### src/design/assert_macros.svh
// Assertion helpers, included by gpn_front
`ifndef ASSERT_MACROS_SVH
`define ASSERT_MACROS_SVH

// concurrent check, sampled on the rising clock, off during reset
`define ASSERT_CLK(label, prop, msg) \
   label: assert property (@(posedge clock) disable iff (reset) (prop)) else $error(msg);

// check that also holds while reset is asserted
`define ASSERT_ALWAYS(label, prop, msg) \
   label: assert property (@(posedge clock) (prop)) else $error(msg);

`endif

### src/design/gpn_pkg.sv
// ----------------------------------------------------------------------------
// gpn_pkg
// Types, constants and helpers of the gradient noise core.
// ----------------------------------------------------------------------------
package gpn_pkg;

   localparam int TableEntries = 1024;
   localparam int AddrW        = $clog2(TableEntries);
   localparam int QDepth       = 4;
   localparam int QPtrW        = $clog2(QDepth);
   localparam int QCntW        = $clog2(QDepth + 1);

   localparam logic [1:0] KIND_HASH = 2'd0;
   localparam logic [1:0] KIND_GRAD = 2'd1;
   localparam logic [1:0] KIND_EVAL = 2'd2;

   localparam logic [2:0] CSR_ORIGIN_U  = 3'd0;
   localparam logic [2:0] CSR_ORIGIN_V  = 3'd1;
   localparam logic [2:0] CSR_STEP_U    = 3'd2;
   localparam logic [2:0] CSR_STEP_V    = 3'd3;
   localparam logic [2:0] CSR_AMPLITUDE = 3'd4;

   typedef enum logic [3:0] {
      OP_NONE = 4'b0001,
      OP_HASH = 4'b0010,
      OP_GRAD = 4'b0100,
      OP_EVAL = 4'b1000
   } op_type;

   typedef struct packed {
      logic [1:0]  kind;
      logic [9:0]  table_index;
      logic [9:0]  table_value;
      logic [15:0] pixel_x;
      logic [15:0] pixel_y;
   } req_type;

   typedef struct packed {
      logic signed [15:0] raw_noise;
      logic signed [19:0] scaled_noise;
   } rsp_type;

   typedef struct packed {
      op_type      op;
      logic [9:0]  idx;
      logic [9:0]  val;
      logic [15:0] px;
      logic [15:0] py;
   } cmd_type;

   typedef struct packed {
      logic [31:0] origin_u;
      logic [31:0] origin_v;
      logic [31:0] step_u;
      logic [31:0] step_v;
      logic [15:0] amplitude;
   } cfg_type;

   // lookup results handed to the blend pipeline
   typedef struct packed {
      logic        valid;
      logic [7:0]  rx0;
      logic [7:0]  ry0;
      logic [11:0] sx;
      logic [11:0] sy;
      logic [7:0][8:0] g;  // 00a 00b 10a 10b 01a 01b 11a 11b
   } lk_type;

   // table address, wrapped to the table size
   function automatic logic [AddrW-1:0] to_addr(logic [11:0] x);
      return x[AddrW-1:0];
   endfunction

endpackage

### src/design/gpn_blend.sv
// ----------------------------------------------------------------------------
// gpn_blend
// Gradient dot products, bilinear blend, truncation and gain.
// Owns the output register and the pipeline advance enable.
// ----------------------------------------------------------------------------
module gpn_blend (
   input  logic             clock,
   input  logic             reset,
   input  logic [15:0]      amplitude,
   input  gpn_pkg::lk_type  lk,
   output logic             en,
   output logic             rsp_valid,
   input  logic             rsp_ready,
   output gpn_pkg::rsp_type rsp_data
);
   import gpn_pkg::*;

   logic               v6_ff, v7_ff, v8_ff, v9_ff, v10_ff, v11_ff;
   logic signed [21:0] s6_u1_ff, s6_v1_ff, s6_u2_ff, s6_v2_ff;
   logic [11:0]        s6_sx_ff, s6_sy_ff, s7_sy_ff, s8_sy_ff;
   logic signed [35:0] s7_m1_ff, s7_m2_ff;
   logic signed [21:0] s7_u1_ff, s7_u2_ff;
   logic signed [23:0] s8_a_ff, s8_b_ff, s9_a_ff;
   logic signed [37:0] s9_m3_ff;
   logic signed [15:0] s10_raw_ff;
   rsp_type            s11_rsp_ff;

   logic signed [9:0]  rx0s, rx1s, ry0s, ry1s;
   logic signed [35:0] sxe, d1e, d2e;
   logic signed [37:0] sye, dbe;
   logic signed [39:0] t_sum;
   logic signed [32:0] rawe, ampe, gain_prod;

   function automatic logic signed [21:0] dot(logic signed [9:0] p, logic [8:0] ga,
                                              logic signed [9:0] q, logic [8:0] gb);
      logic signed [21:0] pe, qe, ae, be;
      pe = 22'(p);
      qe = 22'(q);
      ae = $signed({13'b0, ga}) - 22'sd256;
      be = $signed({13'b0, gb}) - 22'sd256;
      return (pe * ae) + (qe * be);
   endfunction

   assign en        = !v11_ff || rsp_ready;
   assign rsp_valid = v11_ff;
   assign rsp_data  = s11_rsp_ff;

   assign rx0s = $signed({2'b0, lk.rx0});
   assign ry0s = $signed({2'b0, lk.ry0});
   assign rx1s = rx0s - 10'sd256;
   assign ry1s = ry0s - 10'sd256;

   assign sxe = $signed({24'b0, s6_sx_ff});
   assign d1e = 36'(s6_v1_ff) - 36'(s6_u1_ff);
   assign d2e = 36'(s6_v2_ff) - 36'(s6_u2_ff);
   assign sye = $signed({26'b0, s8_sy_ff});
   assign dbe = 38'(s8_b_ff) - 38'(s8_a_ff);
   assign t_sum = 40'(s9_a_ff) + 40'sd65536 + 40'(s9_m3_ff >>> 12);
   assign rawe = 33'(s10_raw_ff);
   assign ampe = $signed({17'b0, amplitude});
   assign gain_prod = rawe * ampe;

   always_ff @(posedge clock) begin
      if (reset) begin
         v6_ff  <= 1'b0;
         v7_ff  <= 1'b0;
         v8_ff  <= 1'b0;
         v9_ff  <= 1'b0;
         v10_ff <= 1'b0;
         v11_ff <= 1'b0;
      end else if (en) begin
         v6_ff  <= lk.valid;
         v7_ff  <= v6_ff;
         v8_ff  <= v7_ff;
         v9_ff  <= v8_ff;
         v10_ff <= v9_ff;
         v11_ff <= v10_ff;
      end
   end

   always_ff @(posedge clock) begin
      if (en) begin
         s6_u1_ff <= dot(rx0s, lk.g[0], ry0s, lk.g[1]);
         s6_v1_ff <= dot(rx1s, lk.g[2], ry0s, lk.g[3]);
         s6_u2_ff <= dot(rx0s, lk.g[4], ry1s, lk.g[5]);
         s6_v2_ff <= dot(rx1s, lk.g[6], ry1s, lk.g[7]);
         s6_sx_ff <= lk.sx;
         s6_sy_ff <= lk.sy;
         s7_m1_ff <= sxe * d1e;
         s7_m2_ff <= sxe * d2e;
         s7_u1_ff <= s6_u1_ff;
         s7_u2_ff <= s6_u2_ff;
         s7_sy_ff <= s6_sy_ff;
         s8_a_ff  <= 24'(s7_u1_ff) + 24'(s7_m1_ff >>> 12);
         s8_b_ff  <= 24'(s7_u2_ff) + 24'(s7_m2_ff >>> 12);
         s8_sy_ff <= s7_sy_ff;
         s9_m3_ff <= sye * dbe;
         s9_a_ff  <= s8_a_ff;
         // keep bits 19 to 4, then remove the offset
         s10_raw_ff <= $signed(t_sum[19:4] - 16'h1000);
         s11_rsp_ff.raw_noise    <= s10_raw_ff;
         s11_rsp_ff.scaled_noise <= $signed(gain_prod[31:12]);
      end
   end

endmodule

### config.mk
export PLATFORM = sky130hd
export DESIGN_NAME = gpn_blend
export DESIGN_NICKNAME = d
export VERILOG_FILES = /design/src/design/assert_macros.svh /design/src/design/gpn_pkg.sv /design/src/design/gpn_blend.sv
export SDC_FILE = /design/constraint.sdc
export NUM_CORES = 2
export LEC_CHECK = 0
export BUFFER_PORTS_ARGS = -buffer_cell sky130_fd_sc_hd__buf_4
export CAP_MARGIN = 20
export CORE_MARGIN = 2
export CORE_UTILIZATION = 40
export CTS_BUF_LIST = sky130_fd_sc_hd__clkbuf_4 sky130_fd_sc_hd__clkbuf_8
export DETAILED_ROUTE_END_ITERATION = 10
export PLACE_DENSITY = 0.63
export SYNTH_ARGS = -nofsm -noshare
export SYNTH_HDL_FRONTEND = slang
export SYNTH_SLANG_ARGS = --single-unit
### constraint.sdc
create_clock -name clock -period 15 [get_ports clock]
set_input_delay 1.5 -clock clock [delete_from_list [all_inputs] [get_ports clock]]
set_output_delay 1.5 -clock clock [all_outputs]
set_load 0.005 [all_outputs]
* Word-level counts from Yosys, hierarchy flattened
Cells that the tools add are included.
** Operators by class
- Add/subtract/negate cells :: 22
- Multipliers :: 12
- Reductions and logical operators :: 2
** Operators with widths (number)
- $mul 10x10->20 :: 4
- $sub 9x9->10 const B :: 8
- $mul 9x10->19 :: 4
- $mul 13x22->35 :: 2
- $mul 13x25->32 :: 1
- $mul 16x17->32 :: 1
- $sub 24x24->25 :: 1
- $add 20x24->24 :: 1
- $add 21x24->24 :: 1
- $sub 21x20->22 :: 1
- $sub 21x21->22 :: 1
- $add 19x20->21 :: 1
- $add 20x19->21 :: 1
- $add 20x20->21 :: 1
- $add 19x19->20 :: 1
- $add 20x18->20 const B :: 1
- $add 20x20->20 :: 1
- $sub 8x9->10 const B :: 2
- $sub 16x13->16 const B :: 1
- $logic_not 1->1 :: 1
- $logic_or 1x1->1 :: 1
** Storage, ports and cells
- Bits in registers :: 402
- Input port bits :: 132
- Output and inout port bits :: 38
- Word-level logic and storage cells :: 61

* Depth between registers and ports, before layout
- Depth after elaboration :: 3
- Mapped depth :: 36
- Depth with buffers taken out :: 35

* Worst setup path after synthesis
No wires, ideal clock.
- Kind :: input -> output
- From :: input port rsp_ready
- To :: output port en
- Arrival time :: 11.532 ns
- Required time :: 13.500 ns
- Slack :: 1.968 ns
- Stages :: 2
- Buffers on the path :: 1
- Cells stage by stage :: nand2b_1 > clkbuf_1
** Between the ends
- Word-level cells in the longest chain between the ends :: 1
** Ends and longest elaborated chain
- start, declared :: line gpn_blend.sv:13 : input logic rsp_ready,
- $logic_or 1x1->1 :: line gpn_blend.sv:44 : assign en = !v11_ff || rsp_ready;
- end, declared :: line gpn_blend.sv:11 : output logic en,
Every way passes these cells.

* Worst setup path after layout
- From :: register s6_u1_ff[0]
- To :: register s7_m1_ff[34], data pin
** Between the ends
- Word-level cells in the longest chain between the ends :: 2
** Ends and longest elaborated chain
- start, declared :: line gpn_blend.sv:19 : logic signed [21:0] s6_u1_ff, s6_v1_ff, s6_u2_ff, s6_v2_ff;
- start signal, assigned :: line gpn_blend.sv:83 : s6_u1_ff <= dot(rx0s, lk.g[0], ry0s, lk.g[1]);
- $sub 21x20->22 :: line gpn_blend.sv:54 : assign d1e = 36'(s6_v1_ff) - 36'(s6_u1_ff);
- $mul 13x22->35 :: line gpn_blend.sv:89 : s7_m1_ff <= sxe * d1e;
- end signal, assigned :: line gpn_blend.sv:89
- end, declared :: line gpn_blend.sv:21 : logic signed [35:0] s7_m1_ff, s7_m2_ff;
Every way passes these cells.
A chain may end at the register's enable or synchronous reset.

==> flow_results.org <==
** Status
- The run finished with clean final reports.

** Critical path
- Total stage count of the critical path :: 34
- The most numerous cell type found on the critical path is fa_1.
- Required time of the critical path :: 15.48 ns
- For the worst flop-to-flop path, the logic depth is 34.
- Type of element capturing the critical path :: register
- Crit Path Category :: reg2reg
- Worst path slowest cell :: xor2_1
- Family with the most delay on the worst path :: compound AO/OA/AOI/OAI gates
- Startpoint of the most critical register-to-register path :: s6_u1_ff[0]
- Critical path startpoint category :: register
- Buffers and inverters on the worst path :: 4
- Max Fanout on Critical Path :: 12
- The critical path starts at s6_u1_ff[0].
- In this design, the stage delay of the slowest critical-path cell is 0.78 ns.
- Critical path arrival :: 9.95 ns

** Clock tree
- Later-pin clock latency in the skew report :: 0.76 ns
- CTS placed an instance of clkbuf_8 at the clock tree root.
- Post-cts resize count :: 0
- In this run the post-CTS setup repair buffer count came out at 0.
- Clock Sinks :: 364
- Cts-stage hold buffer count :: 0
- Clock-pin slew was measured on the worst setup and hold paths at 0.06 ns.
- TritonCTS clock tree :: built
- Buffers inserted during clock tree synthesis total 70.
- The H-tree generated during clock tree synthesis spans 3 levels.
- In this run the deepest clock path goes through 3 buffers.

** Die
- Initial cell density of the core :: 40.22%
- From left edge to right edge, the die measures 449.3 um.
- After floorplanning, the core was divided into 163 placement rows.
- Total Die Area :: 201,900 um^2
- Die outline height :: 449.3 um
- Floorplan core area :: 197,200 um^2
- Number of placed I/O pins :: 170

** Routing
- Total wire length after detailed routing :: 189,100 um
- ANT nets after route :: 0
- DR iter-0 viols :: 3,092
- Pre-antenna DRT Iters :: 6
- Vias :: 53,450
- In the final routed layout, each cell accounts on average for 17.36 um.
- Ratio of routed vias to standard cells :: 4.908
- For this run, design rule violations remaining after detail routing come to 0.

** Yosys
- Largest family of logic cells by synthesized area :: adder cells
- Total of flip-flops plus latches after synthesis :: 364
- By area the synthesized netlist is led by fa_1 (41%), edfxtp_1 (14%), ha_1 (13%), inv_1 (9.7%), and2_1 (5.8%).
- Gate count after technology mapping :: 8,131
- After Yosys synthesis, full adders, half adders and majority gates account for 53.87% of the synthesized area.
- The synthesized netlist devotes 4.351% of its cell area to compound gates.
- Of the total synthesized cell area, the portion taken by AND, OR, NAND and NOR gates is 13.82%.
- YS warnings :: 0
- Unique cell type count in the Yosys netlist :: 74
- Top cells by count, synth :: inv_1 (2,060), fa_1 (1,634), nand2_1 (875), ha_1 (801), and2_1 (732)
- XOR/XNOR Fraction of Synth Area :: 3.193%
- Counting every net in the synthesized netlist gives 10,700.
- In this run the cell area of the synthesized design comes to 79,320 um^2.
- Top-area cell type share of the netlist area :: 41.24%
- For this run, asynchronously set or reset flops after synthesis account for 0%.
- Per-instance average area after synthesis :: 9.755 um^2
- By instance count, the leading cell after synthesis is inv_1.
- Sequential-to-total area share from yosys stat :: 13.70%
- Commonest register cell after synthesis :: edfxtp_1
- The largest total area in the synthesized netlist belongs to fa_1.
- Post-synth EDFFs :: 358
- Multiplexer area fraction after synthesis :: 0.06310%

** STA
- Normalized max-slew margin :: 24.81%
- Minimum period implied by the final worst setup slack :: 9.470 ns
- Summed over all failing endpoints, the final setup total negative slack is 0 ns.
- The final hold violation count was 0.
- Final hold analysis gives a worst-case slack of 0.4169 ns.
- For this run, the top clock speed supported by timing is 0.1056 GHz.
- Setup repair after global routing left no endpoint under its margin.
- Setup violations, final :: 0
- Actual slew at the worst max-slew pin :: 1.124 ns
- Setup slack closes at 5.530 ns.
- After layout, the worst path uses 63.13% of the clock period.
- The count of final max-slew check failures is 0.
- Final worst clock skew :: 0.04473 ns

** Global routing
- The first global-routing pass estimated 311,600 um of wire.
- The via count of the first global-routing pass was 58,530.
- Pin count of the biggest net entering global routing :: 129
- The total overflow left after global routing is 0.
- In the global route stage, overall resource usage came out at 19.37%.
- The number of antenna violations at the first check in global routing is 16.

** Finish
- Post-layout instance area :: 85,120 um^2
- Compared with the post-synthesis result, the final layout area differs by 7.316%.
- Share of final-layout standard cells stronger than drive strength 1 :: 5.058%
- After the last flow step, the layout net total stands at 10,760.

** Placed design
- Prior to clock tree synthesis, the placed netlist has a worst setup slack of 5.651 ns.
- Detailed placement finished with a half-perimeter wire length of 150,400 um.
- Final Wtd Congestion :: 0.8690
- In this run the tool buffered the top-level ports with 169 buffer cells.
- After detailed placement, the total cell area comes to 83,550 um^2.

** Run
- Maximum capacitance violations :: 0

** Hold path
- Tightest Hold Check Type :: reg2reg
- Worst min-delay path startpoint :: s7_sy_ff[8]
- Hold path depth :: 0
## path summary, 6_finish.rpt
check | to | slack, ns
max reg2reg | s7_m1_ff[34] | 5.53
min reg2reg | s8_sy_ff[8] | 0.42
max | s7_m1_ff[34] | 5.53
min | s8_sy_ff[8] | 0.42
## area by class of cell
type                       count  area [um^2]
antenna                        6        15.01
clock buffer                  86         1090
clock inverter                39        456.7
fill                       18980       112100
inverter                    2061         7736
multi-input combinational   5444        59740
sequential                   364        10870
tap                         2640         3303
timing repair buffer         251         1909
## registers in the layout, summed over array words and instances (netlist names), 12 cells and up
signal	count
s6_v1_ff	21
s7_m2_ff	23
s6_v2_ff	21
s6_sy_ff	12
s9_a_ff	20
rsp_data	36
s7_u2_ff	21
s9_m3_ff	20
s6_sx_ff	12
s10_raw_ff	16
s7_u1_ff	20
s8_sy_ff	12
s7_sy_ff	12
s6_u1_ff	20
s6_u2_ff	21
s7_m1_ff	23
s8_a_ff	24
s8_b_ff	24
## per-layer routing
metal / vias to the layer above / global-route usage (%) / wire length (um)
met3: 272 / 2.840 / 10430
li1: 24360 / - / -
met5: - / 0 / 78
met1: 27460 / 25.64 / 81240
met4: 14 / 5.424 / 4992
met2: 1343 / 32.99 / 92350
## logic make-up after synthesis
logic type / after synthesis
flip-flops: 364
multiplexers: 5
AO/OA/AOI/OAI: 526
buffers and inverters: 2323
adder cells (fa/ha/maj): 2435
AND/OR/NAND/NOR: 2192
XOR/XNOR: 286
## through the flow
step,util (%),instances
floorplan,-,8131
global route,43.16,10890
finish,43.16,10890
CTS,43.15,10880
global placement,42.36,10760
detailed placement,42.36,10760
## cells in the final DEF (no fill, tap or decap), types with 8 or more instances in the layout
cell type / n
a211o_1: 9
a211oi_1: 19
a21boi_0: 26
a21o_1: 45
a21oi_1: 158
a31oi_1: 12
and2_1: 732
and3_1: 32
buf_4: 249
bufinv_16: 8
clkbuf_4: 15
clkbuf_8: 71
clkinv_1: 9
clkinv_2: 11
edfxtp_1: 358
fa_1: 1634
ha_1: 801
inv_1: 2060
nand2_1: 875
nand2b_1: 73
nand3_1: 35
nand4_1: 8
nor2_1: 193
nor2b_1: 122
nor3_1: 57
o21a_1: 43
o21ai_0: 92
o21bai_1: 25
o22ai_1: 8
o31ai_1: 8
or2_2: 28
or3_1: 18
xnor2_1: 228
xor2_1: 56
## worst reg2reg max path: cells and delay by family, from the launching register on
kind	cells	cell delay, ns
AOI/OAI and AO/OA	15	3.58
xor gates and xnor gates	2	0.86
and+or+nand+nor	5	0.86
DFF	1	0.38
buffers and inverters	4	0.26
adders and majority gates	8	3.25
Power is left out: the tool's default activity adds up to more than one toggle a clock period on the data nets, which glitch-free logic cannot reach.
