[src/design/assert_macros.svh]
// Assertion helpers, included by gpn_front
`ifndef ASSERT_MACROS_SVH
`define ASSERT_MACROS_SVH

// concurrent check, sampled on the rising clock, off during reset
`define ASSERT_CLK(label, prop, msg) \
   label: assert property (@(posedge clock) disable iff (reset) (prop)) else $error(msg);

// check that also holds while reset is asserted
`define ASSERT_ALWAYS(label, prop, msg) \
   label: assert property (@(posedge clock) (prop)) else $error(msg);

`endif

[src/design/gpn_pkg.sv]
// ----------------------------------------------------------------------------
// gpn_pkg
// Types, constants and helpers of the gradient noise core.
// ----------------------------------------------------------------------------
package gpn_pkg;

   localparam int TableEntries = 1024;
   localparam int AddrW        = $clog2(TableEntries);
   localparam int QDepth       = 4;
   localparam int QPtrW        = $clog2(QDepth);
   localparam int QCntW        = $clog2(QDepth + 1);

   localparam logic [1:0] KIND_HASH = 2'd0;
   localparam logic [1:0] KIND_GRAD = 2'd1;
   localparam logic [1:0] KIND_EVAL = 2'd2;

   localparam logic [2:0] CSR_ORIGIN_U  = 3'd0;
   localparam logic [2:0] CSR_ORIGIN_V  = 3'd1;
   localparam logic [2:0] CSR_STEP_U    = 3'd2;
   localparam logic [2:0] CSR_STEP_V    = 3'd3;
   localparam logic [2:0] CSR_AMPLITUDE = 3'd4;

   typedef enum logic [3:0] {
      OP_NONE = 4'b0001,
      OP_HASH = 4'b0010,
      OP_GRAD = 4'b0100,
      OP_EVAL = 4'b1000
   } op_type;

   typedef struct packed {
      logic [1:0]  kind;
      logic [9:0]  table_index;
      logic [9:0]  table_value;
      logic [15:0] pixel_x;
      logic [15:0] pixel_y;
   } req_type;

   typedef struct packed {
      logic signed [15:0] raw_noise;
      logic signed [19:0] scaled_noise;
   } rsp_type;

   typedef struct packed {
      op_type      op;
      logic [9:0]  idx;
      logic [9:0]  val;
      logic [15:0] px;
      logic [15:0] py;
   } cmd_type;

   typedef struct packed {
      logic [31:0] origin_u;
      logic [31:0] origin_v;
      logic [31:0] step_u;
      logic [31:0] step_v;
      logic [15:0] amplitude;
   } cfg_type;

   // lookup results handed to the blend pipeline
   typedef struct packed {
      logic        valid;
      logic [7:0]  rx0;
      logic [7:0]  ry0;
      logic [11:0] sx;
      logic [11:0] sy;
      logic [7:0][8:0] g;  // 00a 00b 10a 10b 01a 01b 11a 11b
   } lk_type;

   // table address, wrapped to the table size
   function automatic logic [AddrW-1:0] to_addr(logic [11:0] x);
      return x[AddrW-1:0];
   endfunction

endpackage

[src/design/gpn_front.sv]
// ----------------------------------------------------------------------------
// gpn_front
// Accepts request transactions, decodes the kind and queues commands.
// ----------------------------------------------------------------------------
module gpn_front (
   input  logic             clock,
   input  logic             reset,
   input  logic             req_valid,
   output logic             req_ready,
   input  gpn_pkg::req_type req_data,
   input  logic             pop,
   output logic             head_valid,
   output gpn_pkg::cmd_type head
);
   import gpn_pkg::*;
`include "assert_macros.svh"

   cmd_type            q_mem [QDepth];
   logic [QPtrW-1:0]   wr_ptr_ff, wr_ptr_in, rd_ptr_ff, rd_ptr_in;
   logic [QCntW-1:0]   count_ff, count_in;
   cmd_type            cmd;
   logic               accept, push, do_pop;

   always_comb begin
      cmd.idx = req_data.table_index;
      cmd.val = req_data.table_value;
      cmd.px  = req_data.pixel_x;
      cmd.py  = req_data.pixel_y;
      unique case (req_data.kind)
         KIND_HASH: cmd.op = OP_HASH;
         KIND_GRAD: cmd.op = OP_GRAD;
         KIND_EVAL: cmd.op = OP_EVAL;
         default:   cmd.op = OP_NONE;
      endcase
   end

   assign req_ready  = (count_ff != QCntW'(QDepth));
   assign accept     = req_valid && req_ready;
   // unused kind is taken and dropped here
   assign push       = accept && (cmd.op != OP_NONE);
   assign head_valid = (count_ff != '0);
   assign do_pop     = pop && head_valid;
   assign head       = q_mem[rd_ptr_ff];

   always_comb begin
      wr_ptr_in = push   ? wr_ptr_ff + 1'b1 : wr_ptr_ff;
      rd_ptr_in = do_pop ? rd_ptr_ff + 1'b1 : rd_ptr_ff;
      count_in  = count_ff + QCntW'(push) - QCntW'(do_pop);
   end

   always_ff @(posedge clock) begin
      if (reset) begin
         wr_ptr_ff <= '0;
         rd_ptr_ff <= '0;
         count_ff  <= '0;
      end else begin
         wr_ptr_ff <= wr_ptr_in;
         rd_ptr_ff <= rd_ptr_in;
         count_ff  <= count_in;
      end
   end

   always_ff @(posedge clock) begin
      if (push) begin
         q_mem[wr_ptr_ff] <= cmd;
      end
   end

   `ASSERT_CLK(a_cnt_max, count_ff <= QCntW'(QDepth), "queue count above depth")
   `ASSERT_CLK(a_cnt_track, !(push || do_pop) |=> $stable(count_ff), "count moved idle")
   `ASSERT_CLK(a_no_pop_empty, pop && !head_valid |=> count_ff <= QCntW'(1), "pop of empty")

endmodule

[config.mk]
export PLATFORM = sky130hd
export DESIGN_NAME = gpn_front
export DESIGN_NICKNAME = d
export VERILOG_FILES = /design/src/design/gpn_pkg.sv /design/src/design/gpn_front.sv
export VERILOG_INCLUDE_DIRS = /design/src /design/src/design
export SDC_FILE = /design/constraint.sdc
export NUM_CORES = 1
export LEC_CHECK = 0
export BUFFER_PORTS_ARGS = -buffer_cell sky130_fd_sc_hd__buf_2
export CAP_MARGIN = 10
export CORE_MARGIN = 3
export CORE_UTILIZATION = 59
export CTS_CLUSTER_DIAMETER = 100
export CTS_CLUSTER_SIZE = 24
export DETAILED_ROUTE_END_ITERATION = 16
export GPL_TIMING_DRIVEN = 0
export PLACE_DENSITY = 0.84
export SYNTH_ARGS = -nofsm -noshare
export SYNTH_HDL_FRONTEND = slang
export SYNTH_SLANG_ARGS = --single-unit
[constraint.sdc]
create_clock -name clock -period 4.1 [get_ports clock]
set_clock_uncertainty 0.2 [all_clocks]
set_input_delay 0.82 -clock clock [delete_from_list [all_inputs] [get_ports clock]]
set_output_delay 0.82 -clock clock [all_outputs]
set_load 0.05 [all_outputs]
# == Word level (Yosys, flattened, before mapping) ==
# Memories as Yosys holds them, arrays and structs flattened. A register that Yosys moved wholly into a read port is not among the register bits.
# Index checks and enable logic that the tools add are counted.
# op_classes
addsub,4
eq_ne,4
muxes,5
n_reduce_logical,5
# ops
cell,count
4-bit one-hot mux with 3 select lines,1
2-bit by 1-bit adder with 2-bit output (second input constant),2
2-bit two-way mux,2
4-bit by 1-bit inequality test with 1-bit output (second input constant),1
3-bit by 1-bit adder with 3-bit output,1
1-bit logical AND,3
3-bit inequality test (second input constant),1
3-bit nonzero test,1
3-bit by 1-bit subtractor with 3-bit output,1
2-bit by 1-bit == test with 1-bit output (second input constant),1
2-bit == test (second input constant),1
2-bit zero test,1
1-bit two-way mux,2
# word_totals
reg_bits,7
mem_bits_rw,224
inputBits,58
out_inout_bits,58
wordCells,22
memories,1
# memory_table
name,words,width,read_ports,rd_clocked_by_memory_dff,wr,line_no,rtl
q_mem,4,56,1,1,1,gpn_front.sv:18,cmd_type q_mem [QDepth];

# == Longest topological paths before layout ==
# Gate-level depths: netlist of run 1.
# depth
ltp_word,6
depth_mapped,11
mapped_depth_nobuf,10

# == Worst setup path after synthesis of run 1 ==
# No wires, ideal clock.
# synth_path
kind,register -> register
start,reg count_ff[1]
end,"mem q_mem[1][0] in the netlist's numbering, enable pin"
setup_time_ps,420
t_arrival_ps,2495
required_time_ps,3480
path_slack_ps,986
stages_incl_launch_ff,5
n_path_buf,1
synth_period_minus_slack_ps,3114
path_cell_list,dfxtp_1 > or3b_1 > and3_1 > buf_6 > and2_1
# synth_between
elab_chain_len,5
# synth_rtl
element,line_no,rtl
"start, declared",gpn_front.sv:20,"logic [QCntW-1:0] count_ff, count_in;"
"start signal, assigned",gpn_front.sv:59,count_ff <= count_in;
3-bit inequality test,gpn_front.sv:37,assign req_ready = (count_ff != QCntW'(QDepth));
net req_ready,gpn_front.sv:9,"output logic req_ready,"
1-bit logical AND,gpn_front.sv:38,assign accept = req_valid && req_ready;
1-bit logical AND,gpn_front.sv:40,assign push = accept && (cmd.op != OP_NONE);
1-bit two-way mux,gpn_front.sv:64,if (push) begin
1-bit two-way mux (not written as such),gpn_front.sv:65,q_mem[wr_ptr_ff] <= cmd;
"end, declared",gpn_front.sv:18,
# The timed path passes the listed nets, and every way through them passes these cells.

==> reports/results.ini, run 1 <==
[placed_design]
dpl_cell_area_sq_mm = 0.00936
port_buffers = 114
dp_hpwl_um = 8650
place_congestion = 0.712

[floorplanning]
start_util_pct = 60.9
die_x_um = 126
fp-row-count = 43
dieHeight_um = 126
io_pins = 116
fp.dieArea_sq_mm = 0.0160
fp.coreArea_sq_mm = 0.0140

[timing]
max_freq_ghz = 0.285
relSlewSlack_pct = 42.1
rsz0062_at_grt = no
hold_viol_final = 0
worst_pin_slew_ps = 868
drv_slew = 0
hold_ws_ps = 340
final.min_clock_period_ps = 3510
setup_viol = 0
fin_setup_tns_ps = 0
post-route-period-util_pct = 85.5

[global_route]
grt_pass1_vias = 4115
grt_util_all_layers_pct = 18.0
grt_max_degree = 57
grt_pass1_wl_um = 22400
antenna_found_initial = 1
overflow = 0

[hold_path]
whs_path_depth = 2
worstHoldEndpoint = wr_ptr_ff[1]
min-delay-start = wr_ptr_ff[1]
worstHoldPathType = reg2reg

[finish]
layout.cells.most_common_list = edfxtp_1, buf_2, mux4_2
multi_input_area_sq_mm = 0.00156
fill_cells = 850
fin_area_sq_mm = 0.00972
area_delta_synth_final_pct = 13.6
nNetsFinal = 540
drive_gt1_share_pct = 41.2
layout_commonest_cell = edfxtp_1
regArea_sq_mm = 0.00691

[critical_path]
crit_required_ps = 3080
setup.worst_path.end_class = output port
path_max_fanout = 10
r2r_setup_slack_ps = 1500
r2r.worst_path.cells = 11
cp.arrival_ps = 2490
critPathKind = reg2out
cp-start-kind = flop
r2r_end = count_ff[2]
r2r_start = count_ff[2]

[routing]
drc_errors = 0
avgViaCountPerCell = 5.76
routed_wl_um = 14000
drtPass1Iterations = 4
wl_per_cell_um = 21.2
ant_nets = 0
vias = 3812
drt_iter0_drc = 316

[logic_synthesis]
syn_inst = 346
synth_edf_count = 224
synthArstFlopShare_pct = 0
ys_ff_latch = 233
netlist_area_sq_mm = 0.00855
ys_seq_area_share_pct = 80.7
synth_flop_cell = edfxtp_1
syn_nets = 411
yosysWarnings = 0
synth_cell_types = 25
syn_avg_cell_area_sq_um = 24.7

[clock_network]
post_cts_buffers = 0
holdBufCountCts = 0
cts_tree = done
root_buffer = clkbuf_16
cts_made_buffers = 13
post_cts_resized = 0
path_clk_slew_ps = 90
cts_buffer_depth = 3
htree_levels = 1
clk_latency_ps = 450
cts.sinks = 233

[power_and_ir_drop]
power.total_mw = 6.09
p_per_area_mw_per_mm2 = 627
irDropWorstVdd_mv = 0.477
leakagePower_nw = 3.24

[status]
status = finished clean

[flow_run]
max_cap_violations = 0

## worst max path at each step
stage                         to          from  slack, ps  cells after the start
global placement    q_mem[1][22]  req_data[52]       -120                      5
finish                  head[21]          flop        590                      4
CTS                     head[34]          flop        540                      4
global route            head[48]          flop        460                      4
floorplan            q_mem[1][0]   count_ff[1]        990                      4
detailed placement      head[21]          flop       1030                      4
## power by group
part	switching [mW]	total (mW)	internal [mW]
Sequential	0.0590	2.87	2.81
Clock	0.664	1.26	0.601
Combinational	1.35	1.96	0.615
Total	2.07	6.09	4.03
## Yosys cell counts (2+ instances only)
cell type	number	area [sq um]
edfxtp_1	224	6730
mux4_2	56	1260
dfxtp_1	9	180
inv_1	7	26.3
nor2_1	7	26.3
buf_2	6	30.0
ha_1	6	75.1
clkbuf_1	5	18.8
nor2b_1	4	25.0
and2_2	3	22.5
xnor2_1	3	26.3
buf_1	2	7.51
nand2b_1	2	12.5
## logic make-up after synthesis
family / after synthesis / synth area share (%)
DFF: 233 / 80.7
buffers and inverters: 21 / 1.10
AOI/OAI and AO/OA: 2 / 0.219
and+or+nand+nor: 21 / 1.39
xor gates and xnor gates: 4 / 0.410
adders and majority gates: 7 / 1.11
muxes: 58 / 15.0
## critical path, stage by stage, from the launching register on
cell	delay [ps]
dfxtp_1	330
clkbuf_1	480
clkbuf_1	550
mux4_2	430
buf_2	230
## routing by layer
| layer | share of wire [%] | global-route usage, % |
|---|---|---|
| met5 | 0 | 0 |
| met4 | 2.8 | 5.62 |
| met3 | 4.8 | 2.82 |
| met2 | 52 | 30.1 |
| met1 | 40 | 25.1 |
## state kept, by name, indices dropped and copies added, names as in the netlist, named ones only
name       count
wr_ptr_ff      2
rd_ptr_ff      2
count_ff       3
q_mem        224
## per-stage QoR
stage | setup slack [ps] | util, % | instances
after floorplan | 986 | - | 346
after global placement | -119 | 66.6 | 640
after detailed placement | 1030 | 66.6 | 640
after CTS | 538 | 69.2 | 661
after global routing | 455 | 69.2 | 662
final | 593 | 69.2 | 662
## final cells by class
type,count,area share [%]
clock buffers,20,3.62
diodes,1,0.0257
clock inverters,1,0.0901
flip-flops and latches,233,71.1
well taps,180,2.32
repair buffers,114,5.87
inverters,7,0.270
plain buffers,14,0.695
multi-input cells,92,16.1
No activity file was read; power rests on OpenSTA's default activity.
==> run 2, diff against run 1 <==
RECOVER_POWER = 50   (was default)
==> run 2 against run 1 <==
Effect of this change:
- critical path depth is the same
- final cell count shrank 0.15%
- highest routed layer unchanged
- critical path type unchanged
- sequential power is essentially flat
- sequential cell count is the same
- routed wire length grew 0.47%
- worst hold slack gained 1.4 ps
- setup slack lost 16 ps
==> reports/results.ini, run 2 (synthesis results as in run 1) <==
[hold_path]
min-delay-start = wr_ptr_ff[1]  ; unchanged
worstHoldPathType = reg2reg  ; unchanged
worstHoldEndpoint = wr_ptr_ff[1]  ; unchanged
whs_path_depth = 2  ; unchanged

[finish]
multi_input_area_sq_mm = 0.00155  ; was 0.00156 sq mm
fin_area_sq_mm = 0.00964  ; was 0.00972 sq mm
regArea_sq_mm = 0.00691  ; unchanged
layout_commonest_cell = edfxtp_1  ; unchanged
diodes = 0  ; was 1
top_regs = q_mem x224, count_ff x3  ; unchanged
nNetsFinal = 540  ; unchanged
area_delta_synth_final_pct = 12.7  ; was 13.6%
layout.cells.most_common_list = edfxtp_1, buf_2, clkbuf_1  ; was edfxtp_1, buf_2, mux4_2
largest_reg_flops = 224  ; unchanged
regMostFlops = q_mem  ; unchanged
drive_gt1_share_pct = 29.7  ; was 41.2%
fill_cells = 886  ; was 850

[clock_network]
path_clk_slew_ps = 90  ; about the same
cts_buffer_depth = 3  ; unchanged
holdBufCountCts = 0  ; unchanged
htree_levels = 1  ; unchanged
cts_tree = done  ; unchanged
root_buffer = clkbuf_16  ; unchanged
cts_made_buffers = 13  ; unchanged
clk_latency_ps = 450  ; about the same
post_cts_buffers = 0  ; unchanged
post_cts_resized = 0  ; unchanged
cts.sinks = 233  ; unchanged

[flow_run]
max_cap_violations = 0  ; unchanged

[critical_path]
r2r.worst_path.cells = 4  ; was 11
setup.worst_path.end_class = output port  ; unchanged
r2r_setup_slack_ps = 1200  ; was 1500 ps
crit_required_ps = 3080  ; about the same
cp.arrival_ps = 2500  ; was 2490 ps
r2r_start = count_ff[1]  ; was count_ff[2]
critPathKind = reg2out  ; unchanged
r2r_end = q_mem[2][13]  ; was count_ff[2]
cp-start-kind = flop  ; unchanged
path_max_fanout = 10  ; unchanged

[routing]
routed_wl_um = 14100  ; was 14000 um
drc_errors = 0  ; unchanged
vias = 3804  ; was 3812
wl_per_cell_um = 21.3  ; was 21.2 um
drt_iter0_drc = 299  ; was 316
drtPass1Iterations = 6  ; was 4
avgViaCountPerCell = 5.75  ; was 5.76
ant_nets = 0  ; unchanged

[placed_design]
dpl_cell_area_sq_mm = 0.00936  ; unchanged
place_congestion = 0.712  ; unchanged
port_buffers = 114  ; unchanged
dp_hpwl_um = 8650  ; unchanged
pre_cts_slack_ps = 1030  ; unchanged

[floorplanning]
fp-row-count = 43  ; unchanged
fp.coreArea_sq_mm = 0.0140  ; unchanged
fp.dieArea_sq_mm = 0.0160  ; unchanged
dieHeight_um = 126  ; unchanged
die_x_um = 126  ; unchanged
io_pins = 116  ; unchanged
start_util_pct = 60.9  ; unchanged

[global_route]
grt_util_all_layers_pct = 18.0  ; unchanged
antenna_found_initial = 0  ; was 1
grt_max_degree = 57  ; unchanged
overflow = 0  ; unchanged
grt_pass1_wl_um = 22400  ; unchanged
grt_pass1_vias = 4115  ; unchanged

[timing]
max_freq_ghz = 0.284  ; was 0.285 GHz
worst_pin_slew_ps = 1500  ; was 868 ps
rsz0062_at_grt = no  ; unchanged
hold_viol_final = 0  ; unchanged
relSlewSlack_pct = 0.280  ; was 42.1%
final.min_clock_period_ps = 3520  ; was 3510 ps
post-route-period-util_pct = 85.9  ; was 85.5%
hold_ws_ps = 342  ; was 340 ps
drv_slew = 0  ; unchanged
setup_slack_ps = 577  ; was 593 ps
setup_viol = 0  ; unchanged

[power_and_ir_drop]
p_per_area_mw_per_mm2 = 631  ; was 627 mW/mm^2
leakagePower_nw = 3.08  ; was 3.24 nW
irDropWorstVdd_mv = 0.479  ; was 0.477 mV

[status]
status = finished clean  ; unchanged

## run 2: power breakdown
group | internal [mW] | leakage [nW] | switching [mW]
registers | 2.81 | 2.12 | 0.0585
logic | 0.602 | 0.792 | 1.35
clock network | 0.601 | 0.173 | 0.663
## run 2: final cells by class
type                            count  share of cell area (%)
Clock inverter                      1                  0.0909
Sequential cell                   233                    71.7
Inverter                            7                   0.273
Tap cell                          180                    2.34
Multi-Input combinational cell     92                    16.1
Clock buffer                       20                    3.65
Timing Repair Buffer              114                    5.23
Buffer                             14                   0.623
## run 2: critical path, stage by stage (launching register included)
cell and delay (ps):
dfxtp_1 330, clkbuf_1 480, buf_1 570, mux4_2 440, buf_2 230
## run 2: how the worst max path moves through the flow
stage	end	slack (ps)	cells after the start
after global routing	head[48]	460	4
after global placement	q_mem[1][22]	-120	5
after detailed placement	head[21]	1030	4
after CTS	head[34]	540	4
final	head[34]	580	4
after floorplan	q_mem[1][0]	990	4
## run 2: layer usage
layer	GRT usage, %	wire, um	vias up	part of all wire (%)
li1	-	-	1698	-
met1	25.1	5720	1966	41
met2	30.1	7360	111	52
met3	2.82	645	29	4.6
met4	5.62	388	0	2.8
met5	0	0	-	0
## run 2: through the flow
step | power [mW] | utilization (%) | instances | TNS (ps)
detailed placement | 4.92 | 66.6 | 640 | 0
CTS | 6.16 | 69.2 | 661 | 0
global route | 6.33 | 68.6 | 661 | 0
floorplan | 4.48 | - | 346 | 0
global placement | 4.87 | 66.6 | 640 | -6470
finish | 6.08 | 68.6 | 661 | 0
==> run 3, diff against run 2 <==
ABC_AREA = 1   (was default)
==> run 3 against run 2 <==
Effect of this change:
- the run now ends with capacitance limit, slew limit left
- clock-buffer cell count unchanged
- setup slack better by 290 ps
- critical path depth rose by 2
- synthesized cell count increased by 79%
- non-clock buffer count grew 31
- sequential cell count stayed put
- sequential power barely moved
- core utilization rose by 0.42 points
- largest power group unchanged
- first-iteration DRC count up 56%
- via count is 48% higher
==> reports/results.ini, run 3 <==
[logic_synthesis]
yosys.area.top_type_share_pct = 73.1  ; was 78.6%
synth_top_cell_by_area = edfxtp_1  ; unchanged
synthArstFlopShare_pct = 0  ; unchanged
synth_most_common_cell = edfxtp_1  ; unchanged
ys_seq_area_share_pct = 75.0  ; was 80.7%
syn_inst = 618  ; was 346
synthTopCellsByCount = edfxtp_1, nor2_1, o21ai_0  ; was edfxtp_1, mux4_2, dfxtp_1
synth_edf_count = 224  ; unchanged
ys_ff_latch = 233  ; unchanged
synth_flop_cell = edfxtp_1  ; unchanged
netlist_area_sq_mm = 0.00920  ; was 0.00855 sq mm
syn_nets = 683  ; was 411
synth_area_leaders = edfxtp_1, o21ai_0, nor2_1, o22ai_2, nor2_4  ; was edfxtp_1, mux4_2, dfxtp_1, ha_1, buf_2
synth_cell_types = 24  ; was 25
syn_avg_cell_area_sq_um = 14.9  ; was 24.7 sq um
yosysWarnings = 0  ; unchanged

[flow_run]
max_cap_violations = 3  ; was 0

[clock_network]
post_cts_buffers = 0  ; unchanged
root_buffer = clkbuf_16  ; unchanged
htree_levels = 1  ; unchanged
cts_made_buffers = 13  ; unchanged
clk_latency_ps = 460  ; was 450 ps
holdBufCountCts = 0  ; unchanged
cts_buffer_depth = 3  ; unchanged
post_cts_resized = 0  ; unchanged
cts.sinks = 233  ; unchanged
cts_tree = done  ; unchanged
path_clk_slew_ps = 90  ; about the same

[placed_design]
place_congestion = 0.776  ; was 0.712
port_buffers = 115  ; was 114
dpl.cell_count = 952  ; was 640
dp_hpwl_um = 12600  ; was 8650 um
pre_cts_slack_ps = 951  ; was 1030 ps
dpl_cell_area_sq_mm = 0.0103  ; was 0.00936 sq mm

[global_route]
overflow = 0  ; unchanged
grt_util_all_layers_pct = 22.5  ; was 18.0%
grt_pass1_wl_um = 29300  ; was 22400 um
grt_pass1_vias = 5703  ; was 4115
antenna_found_initial = 1  ; was 0
grt_max_degree = 26  ; was 57

[finish]
regMostFlops = q_mem  ; unchanged
layout.cells.most_common_list = edfxtp_1, nor2_1, o21ai_0  ; was edfxtp_1, buf_2, clkbuf_1
layout_commonest_cell = edfxtp_1  ; unchanged
nNetsFinal = 821  ; was 540
area_delta_synth_final_pct = 14.5  ; was 12.7%
top_regs = q_mem x224, count_ff x3  ; unchanged
fin_cells = 973  ; was 661
drive_gt1_share_pct = 21.4  ; was 29.7%
largest_reg_flops = 224  ; unchanged
final_util_pct = 69.0  ; was 68.6%
fin_area_sq_mm = 0.0105  ; was 0.00964 sq mm
diodes = 0  ; unchanged

[routing]
drt_iter0_drc = 465  ; was 299
avgViaCountPerCell = 5.79  ; was 5.75
vias = 5631  ; was 3804
wl_per_cell_um = 19.7  ; was 21.3 um
drtPass1Iterations = 5  ; was 6
drc_errors = 0  ; unchanged
routed_wl_um = 19200  ; was 14100 um
ant_nets = 0  ; unchanged

[power_and_ir_drop]
p_per_area_mw_per_mm2 = 629  ; was 631 mW/mm^2
leakagePower_nw = 3.55  ; was 3.08 nW
irDropWorstVdd_mv = 0.541  ; was 0.479 mV

[critical_path]
path_cells = inv_2, buf_2, clkbuf_1, o21ai_0, o22ai_2, buf_2  ; was clkbuf_1, buf_1, mux4_2, buf_2
critPathSlowestCell = clkbuf_1  ; was buf_1
cp.arrival_ps = 2210  ; was 2500 ps
cp-start-kind = flop  ; unchanged
path_max_fanout = 10  ; unchanged
cpMostUsedCell = buf_2
critPathTopFamily = buffers and inverters  ; unchanged
crit_required_ps = 3080  ; about the same
crit_buf_inv = 4  ; was 3
critPathMaxStageDelay_ps = 410  ; was 570 ps
critPathKind = reg2out  ; unchanged
setup.worst_path.end_class = output port  ; unchanged

[timing]
final.min_clock_period_ps = 3230  ; was 3520 ps
relSlewSlack_pct = -11.4  ; was 0.280%
drv_slew = 26  ; was 0
worst_pin_slew_ps = 1660  ; was 1500 ps
setup_viol = 0  ; unchanged
hold_viol_final = 0  ; unchanged
post-route-period-util_pct = 78.8  ; was 85.9%
setup_slack_ps = 867  ; was 577 ps
rsz0062_at_grt = no  ; unchanged
max_freq_ghz = 0.309  ; was 0.284 GHz

[status]
violations = capacitance limit, slew limit
status = finished, violations left  ; was finished clean

[hold_path]
worstHoldPathType = reg2reg  ; unchanged

[floorplanning]
dieHeight_um = 131  ; was 126 um
die_x_um = 131  ; was 126 um
fp.coreArea_sq_mm = 0.0153  ; was 0.0140 sq mm
start_util_pct = 60.3  ; was 60.9%
fp.dieArea_sq_mm = 0.0171  ; was 0.0160 sq mm
fp-row-count = 45  ; was 43
io_pins = 116  ; unchanged

-- run 3: per-stage QoR --
| step | hold WS (ps) | setup TNS (ps) | total power [mW] |
|---|---|---|---|
| after floorplan | 259 | -32940 | 4.75 |
| after global placement | 288 | -475020 | 5.31 |
| after detailed placement | 317 | 0 | 5.41 |
| after CTS | 334 | 0 | 6.65 |
| after global routing | 395 | 0 | 6.91 |
| final | 352 | 0 | 6.63 |
-- run 3: final timing paths --
check / startpoint / end / slack [ps] / cells past startpoint
setup / recovery: flop / head[20] / 870 / 6
setup reg to reg: count_ff[1] / q_mem[0][31] / 1230 / 5
hold / removal: rd_ptr_ff[1] / flop / 350 / 2
hold reg to reg: rd_ptr_ff[1] / flop / 350 / 2
-- run 3: logic make-up after synthesis --
group / count (synthesis) / share of synthesized area (%)
flops: 233 / 75.0
compound gates: 171 / 12.0
simple gates: 148 / 8.09
buf+inv: 58 / 3.75
fa+ha+maj: 7 / 1.03
xor+xnor: 1 / 0.0952
-- run 3: where the power goes --
part | switching, mW | internal (mW) | leakage [nW]
clock network | 0.680 | 0.601 | 0.173
logic | 1.85 | 0.623 | 1.26
registers | 0.0591 | 2.81 | 2.12
-- run 3: final cells by class --
class	count	area [sq um]
Timing Repair Buffer	123	699
Clock inverter	1	8.76
Inverter	22	85.1
Clock buffer	20	352
Fill cell	1008	4720
Multi-Input combinational cell	327	1960
Sequential cell	233	6910
Tap cell	211	264
Buffer	36	260
-- run 3: routing by layer --
layer  track usage [%]  up-vias  part of all wire [%]
met5                 0        -                 0.068
met1              28.9     2754                    37
met2              38.2      273                    51
met4              8.47        2                   2.8
li1                  -     2558                     -
met3              4.51       44                   8.5
-- run 3: worst reg2reg max path, stage by stage (launching register included) --
cell and delay (ps):
dfxtp_1 360, nor2_1 70, nand2_1 120, nand2_1 210
nor2_1 1300, buf_12 300
